===== config.mk =====
export PLATFORM = sky130hd
export DESIGN_NAME = swts_cell
export DESIGN_NICKNAME = d
export VERILOG_FILES = /design/src/hw/rtl/swts_pkg.sv /design/src/hw/rtl/swts_cell.sv
export SDC_FILE = /design/constraint.sdc
export NUM_CORES = 1
export LEC_CHECK = 0
export BUFFER_PORTS_ARGS = -buffer_cell sky130_fd_sc_hd__buf_4
export CAP_MARGIN = 20
export CORE_AREA = 5 5 148 150
export DETAILED_ROUTE_END_ITERATION = 10
export DIE_AREA = 0 0 153 155
export PLACE_DENSITY = 0.65
export SLEW_MARGIN = 15
export SYNTH_ARGS = -nofsm -noshare
export SYNTH_HDL_FRONTEND = slang
export SYNTH_SLANG_ARGS = --single-unit

===== constraint.sdc =====
create_clock -name clk_i -period 3.26 [get_ports clk_i]
set_input_delay 0.163 -clock clk_i [delete_from_list [all_inputs] [get_ports clk_i]]
set_output_delay 0.163 -clock clk_i [all_outputs]
set_load 0.05 [all_outputs]

===== src/hw/rtl/swts_pkg.sv =====
// shared types, constants and arithmetic helpers for the string wave stepper
package swts_pkg;

  localparam int unsigned DefaultMaxPoints = 64;
  localparam int unsigned WordW            = 32;
  localparam int unsigned IdxW             = 6;
  localparam int unsigned CountW           = 7;
  localparam int unsigned MinPoints        = 4;
  localparam logic [WordW-1:0] DefaultTimeStep = 32'd1677722;

  typedef enum logic [1:0] {
    ActLoad = 2'd0,
    ActStep = 2'd1,
    ActRead = 2'd2,
    ActNone = 2'd3
  } action_e;

  typedef enum logic [1:0] {
    RegActivePoints = 2'd0,
    RegBoundaryMode = 2'd1,
    RegTimeStep     = 2'd2,
    RegUnused       = 2'd3
  } reg_index_e;

  typedef enum logic [1:0] {
    StIdle  = 2'd0,
    StSweep = 2'd1,
    StWrite = 2'd2
  } state_e;

  // one point of the string as it moves down the chain
  typedef struct packed {
    logic [WordW-1:0] pos;
    logic [WordW-1:0] vel;
    logic [WordW-1:0] stiff;
    logic [WordW-1:0] damp;
  } point_t;

  // control for a cell; every cell but the tail shares one copy
  typedef struct packed {
    logic shift;     // rotate the ring by one place
    logic load;      // write the tail cell from the load beat
  } cell_ctrl_t;

  // saturate a 34-bit signed value to 32 bits
  function automatic logic [WordW-1:0] sat34(input logic signed [33:0] x, output logic clip);
    logic [WordW-1:0] r;
    clip = 1'b0;
    r    = x[WordW-1:0];
    if (x > 34'sh0_7FFF_FFFF) begin
      clip = 1'b1;
      r    = 32'h7FFF_FFFF;
    end else if (x < -34'sh0_8000_0000) begin
      clip = 1'b1;
      r    = 32'h8000_0000;
    end
    return r;
  endfunction

  // signed 32 times unsigned q8.24, rounded half up back to the scale of a (41 bits signed)
  function automatic logic signed [40:0] mul_q24(input logic signed [WordW-1:0] a,
                                                 input logic [WordW-1:0] c);
    logic signed [64:0] prod;
    prod = a * $signed({1'b0, c});
    prod = prod + 65'sd8388608;
    return prod[64:24];
  endfunction

endpackage


===== src/hw/rtl/swts_cell.sv =====
// one storage cell of the point ring, shifts to its neighbor whenever the ring rotates
module swts_cell (
  input  logic                 clk_i,
  input  swts_pkg::cell_ctrl_t ctrl_i,
  input  swts_pkg::point_t     prev_i,
  input  swts_pkg::point_t     load_i,
  output swts_pkg::point_t     pt_o
);
  import swts_pkg::*;

  point_t pt_q, pt_d;

  always_comb begin
    pt_d = pt_q;
    if (ctrl_i.load) pt_d = load_i;
    else if (ctrl_i.shift) pt_d = prev_i;
  end

  always_ff @(posedge clk_i) begin
    pt_q <= pt_d;
  end

  assign pt_o = pt_q;
endmodule


# Yosys cells after proc, flatten, opt, wreduce, memory -nomap -nowiden
# Cells that the tools add are included.
[totals]
reg_bits = 128
in_bits = 259
[classes]
mux = 2
reduce_logical = 1
[op_table]
columns = ["cell", "n"]
rows = [
  ["128-bit two-way mux", 2],
  ["2-bit nonzero test", 1],
]

# Depth between registers and ports, before layout
[logic_depth]
depth_word = 2
mapped_depth = 3

# Least setup slack after synthesis
# No wires, ideal clock.
[synth_timing]
path_kind = "input to register"
start = "input port ctrl_i[0] in the netlist's numbering"
end = "register pt_q, in the netlist pt_o[0] (enable)"
setup_ns = 0.433
t_arrival_ns = 2.011
path_slack_ns = 0.816
cell_stages = 3
n_path_buf = 2
path_cell_list = "buf_6 > buf_6 > or2_2"
[synth_via]
elab_chain_len = 1
[synth_lines]
columns = ["element", "line", "rtl"]
rows = [
  ["start: declaration", "swts_cell.sv:4", "input swts_pkg::cell_ctrl_t ctrl_i,"],
  ["2-bit nonzero test (no line)", "-", ""],
  ["end signal: assignment", "swts_cell.sv:20", "pt_q <= pt_d;"],
  ["end: declaration", "swts_cell.sv:11", "point_t pt_q, pt_d;"],
]
# No other way between the ends.
# A chain may end at the register's enable or synchronous reset.

# Worst setup path in the final report
[layout_timing]
start = "register pt_q, in the netlist pt_o[126]"
end = "output port pt_o[126] in the netlist's numbering"
[layout_rtl]
columns = ["element", "line", "rtl"]
rows = [
  ["end: declaration", "swts_cell.sv:7", "output swts_pkg::point_t pt_o"],
]
# No word-level cell between the ends.

==> results.json <==
{
  "synth_cells": 271,
  "cts_tree": "yes",
  "power.density_nw_per_um2": 601,
  "viasPerCell": 4.22,
  "cts_setup_buffers": 0,
  "vias": 4019,
  "yosysUniqueCellTypes": 5,
  "core_region_area_um2": 20600,
  "syn_to_final_growth_pct": 69.5,
  "required_ns": 3.10,
  "ys_seq_area_share_pct": 70.6,
  "cts_resized": 0,
  "outcome": "finished clean",
  "hpwl_um": 13600,
  "max-vdd-ir-drop_mv": 0.323,
  "ys.warnings.count": 0,
  "dieHeight_um": 155,
  "track_usage_pct": 14.4,
  "async_flop_share_pct": 0,
  "first_global_vias": 4515,
  "final_max_slew_viol_count": 0,
  "synth_top_area_share_pct": 70.6,
  "critPathKind": "flop to output port",
  "totalWireLength_um": 17600,
  "met2_usage_pct": 25.1,
  "numCtsBuffers": 17,
  "grt.met1_usage_pct": 15.4,
  "synth.area.top_cells": "edfxtp_1 71%, mux2_2 26%, buf_6 2.7%, or2_2 0.11%, buf_2 0.092%",
  "clk_pin_slew_worst_paths_ns": 0.06,
  "drv_cap": 0,
  "cts_sinks": 128,
  "num_rows": 53,
  "cp_slowest_cell": "edfxtp_1",
  "drtAntennaViolNets": 0,
  "synth_edf_count": 128,
  "period_share_pct": 39.4,
  "hold_path.class": "primary input to flop",
  "synthTopCellsByCount": "128 x edfxtp_1, 128 x mux2_2, 13 x buf_6, 1 x buf_2, 1 x or2_2",
  "crit_fanout": 1,
  "max_clock_freq_ghz": 0.778,
  "drive_gt1_share_pct": 80.8,
  "clk_path_buf_depth": 2,
  "io_pins": 387,
  "initial_core_util_pct": 26.5,
  "die_area_um2": 23700,
  "grtUsageMet3_pct": 6.76,
  "nets": 924,
  "setup_violations": 0,
  "place_congestion": 0.850,
  "ctsHoldBuffers": 0,
  "crit_arrival_ns": 1.12,
  "fin_tns_setup_ns": 0,
  "antenna_found_initial": 0,
  "cpPeakStageDelay_ns": 0.48,
  "portBuffers": 386,
  "p_leak_nw": 3.99,
  "yosysTopAreaCell": "edfxtp_1",
  "end_kind": "output port",
  "top_usage_layer": "met2",
  "ys_ff_latch": 128,
  "htree_levels": 4,
  "crit_buf_inv": 1,
  "synth_ff_type": "edfxtp_1",
  "cp_top_family": "flip-flops",
  "largest_reg_flops": 128,
  "power.total_w": 0.00555,
  "dr.first_iter.drc_count": 221,
  "die_w_um": 153,
  "crit_chain": "buf_4",
  "finalHoldViolCount": 0,
  "synth_nets": 530,
  "grt_max_degree": 126,
  "grt_overflow": 0,
  "slew_headroom_pct": 54.1,
  "drc": 0,
  "n_antenna_cell": 0,
  "grt_first_pass_wirelength_um": 26000,
  "routedWlPerCell_um": 18.4,
  "post-route-min-period_ns": 1.29,
  "tightest_slew_ns": 0.689,
  "root_buffer": "clkbuf_16",
  "firstDrtPassIters": 4,
  "startpoint_type": "flop",
  "netlist_area_um2": 5440,
  "rsz0062_at_grt": "no",
  "syn_avg_cell_area_um2": 20.1
}
per-layer routing:
metal | vias up | wire (um)
met5 | - | 0
met4 | 0 | 395
met3 | 23 | 1630
met2 | 221 | 9200
met1 | 1913 | 6340
li1 | 1862 | -
final cells by class:
cell class	instances	area, um2
clock inverters	13	213
clock buffers	18	429
multi-input cells	129	1450
flip-flops and latches	128	3840
well taps	275	344
fillers	1871	11300
repair buffers	389	2950
path summary, 6_finish.rpt:
path	end	startpoint	slack, ns	cells past startpoint
min	pt_o[27]	prev_i[27]	0.06	2
max	pt_o[126]	pt_o[126]	1.97	1
cells in the final DEF, fill, tap and decap left out, drive strengths merged:
master and instances:
or2 1, mux2 128, clkbuf 18, clkinv 5
edfxtp 128, clkinvlp 2, bufinv 5, buf 389
inv 1
power by group:
group	switching [W]	internal [W]	leakage (nW)
logic	0.000861	0.000529	2.38
registers	0.0000547	0.00202	1.30
clock network	0.000719	0.00136	0.304
total	0.00164	0.00391	3.99
stage by stage:
stage	instances	hold slack (ns)	cell area, um2	utilization, %	setup slack (ns)
2_1_floorplan	271	0.383	5440	-	0.816
3_3_place_gp	921	0.466	8580	41.8	1.64
3_5_place_dp	921	0.468	8580	41.8	1.58
4_1_cts	952	0.0310	9230	44.9	1.94
5_1_grt	952	0.0238	9230	44.9	1.93
6_report	952	0.0563	9230	44.9	1.97
kinds of logic (layout without fill, tap and decap cells):
kind of cell / count (synthesis) / count (layout) / share of synthesized area, %
flip-flops: 128 / 128 / 70.6
multiplexers: 128 / 128 / 26.5
buffers and inverters: 14 / 420 / 2.78
AND/OR/NAND/NOR: 1 / 1 / 0.115
Power figures use the tool's default switching activity.
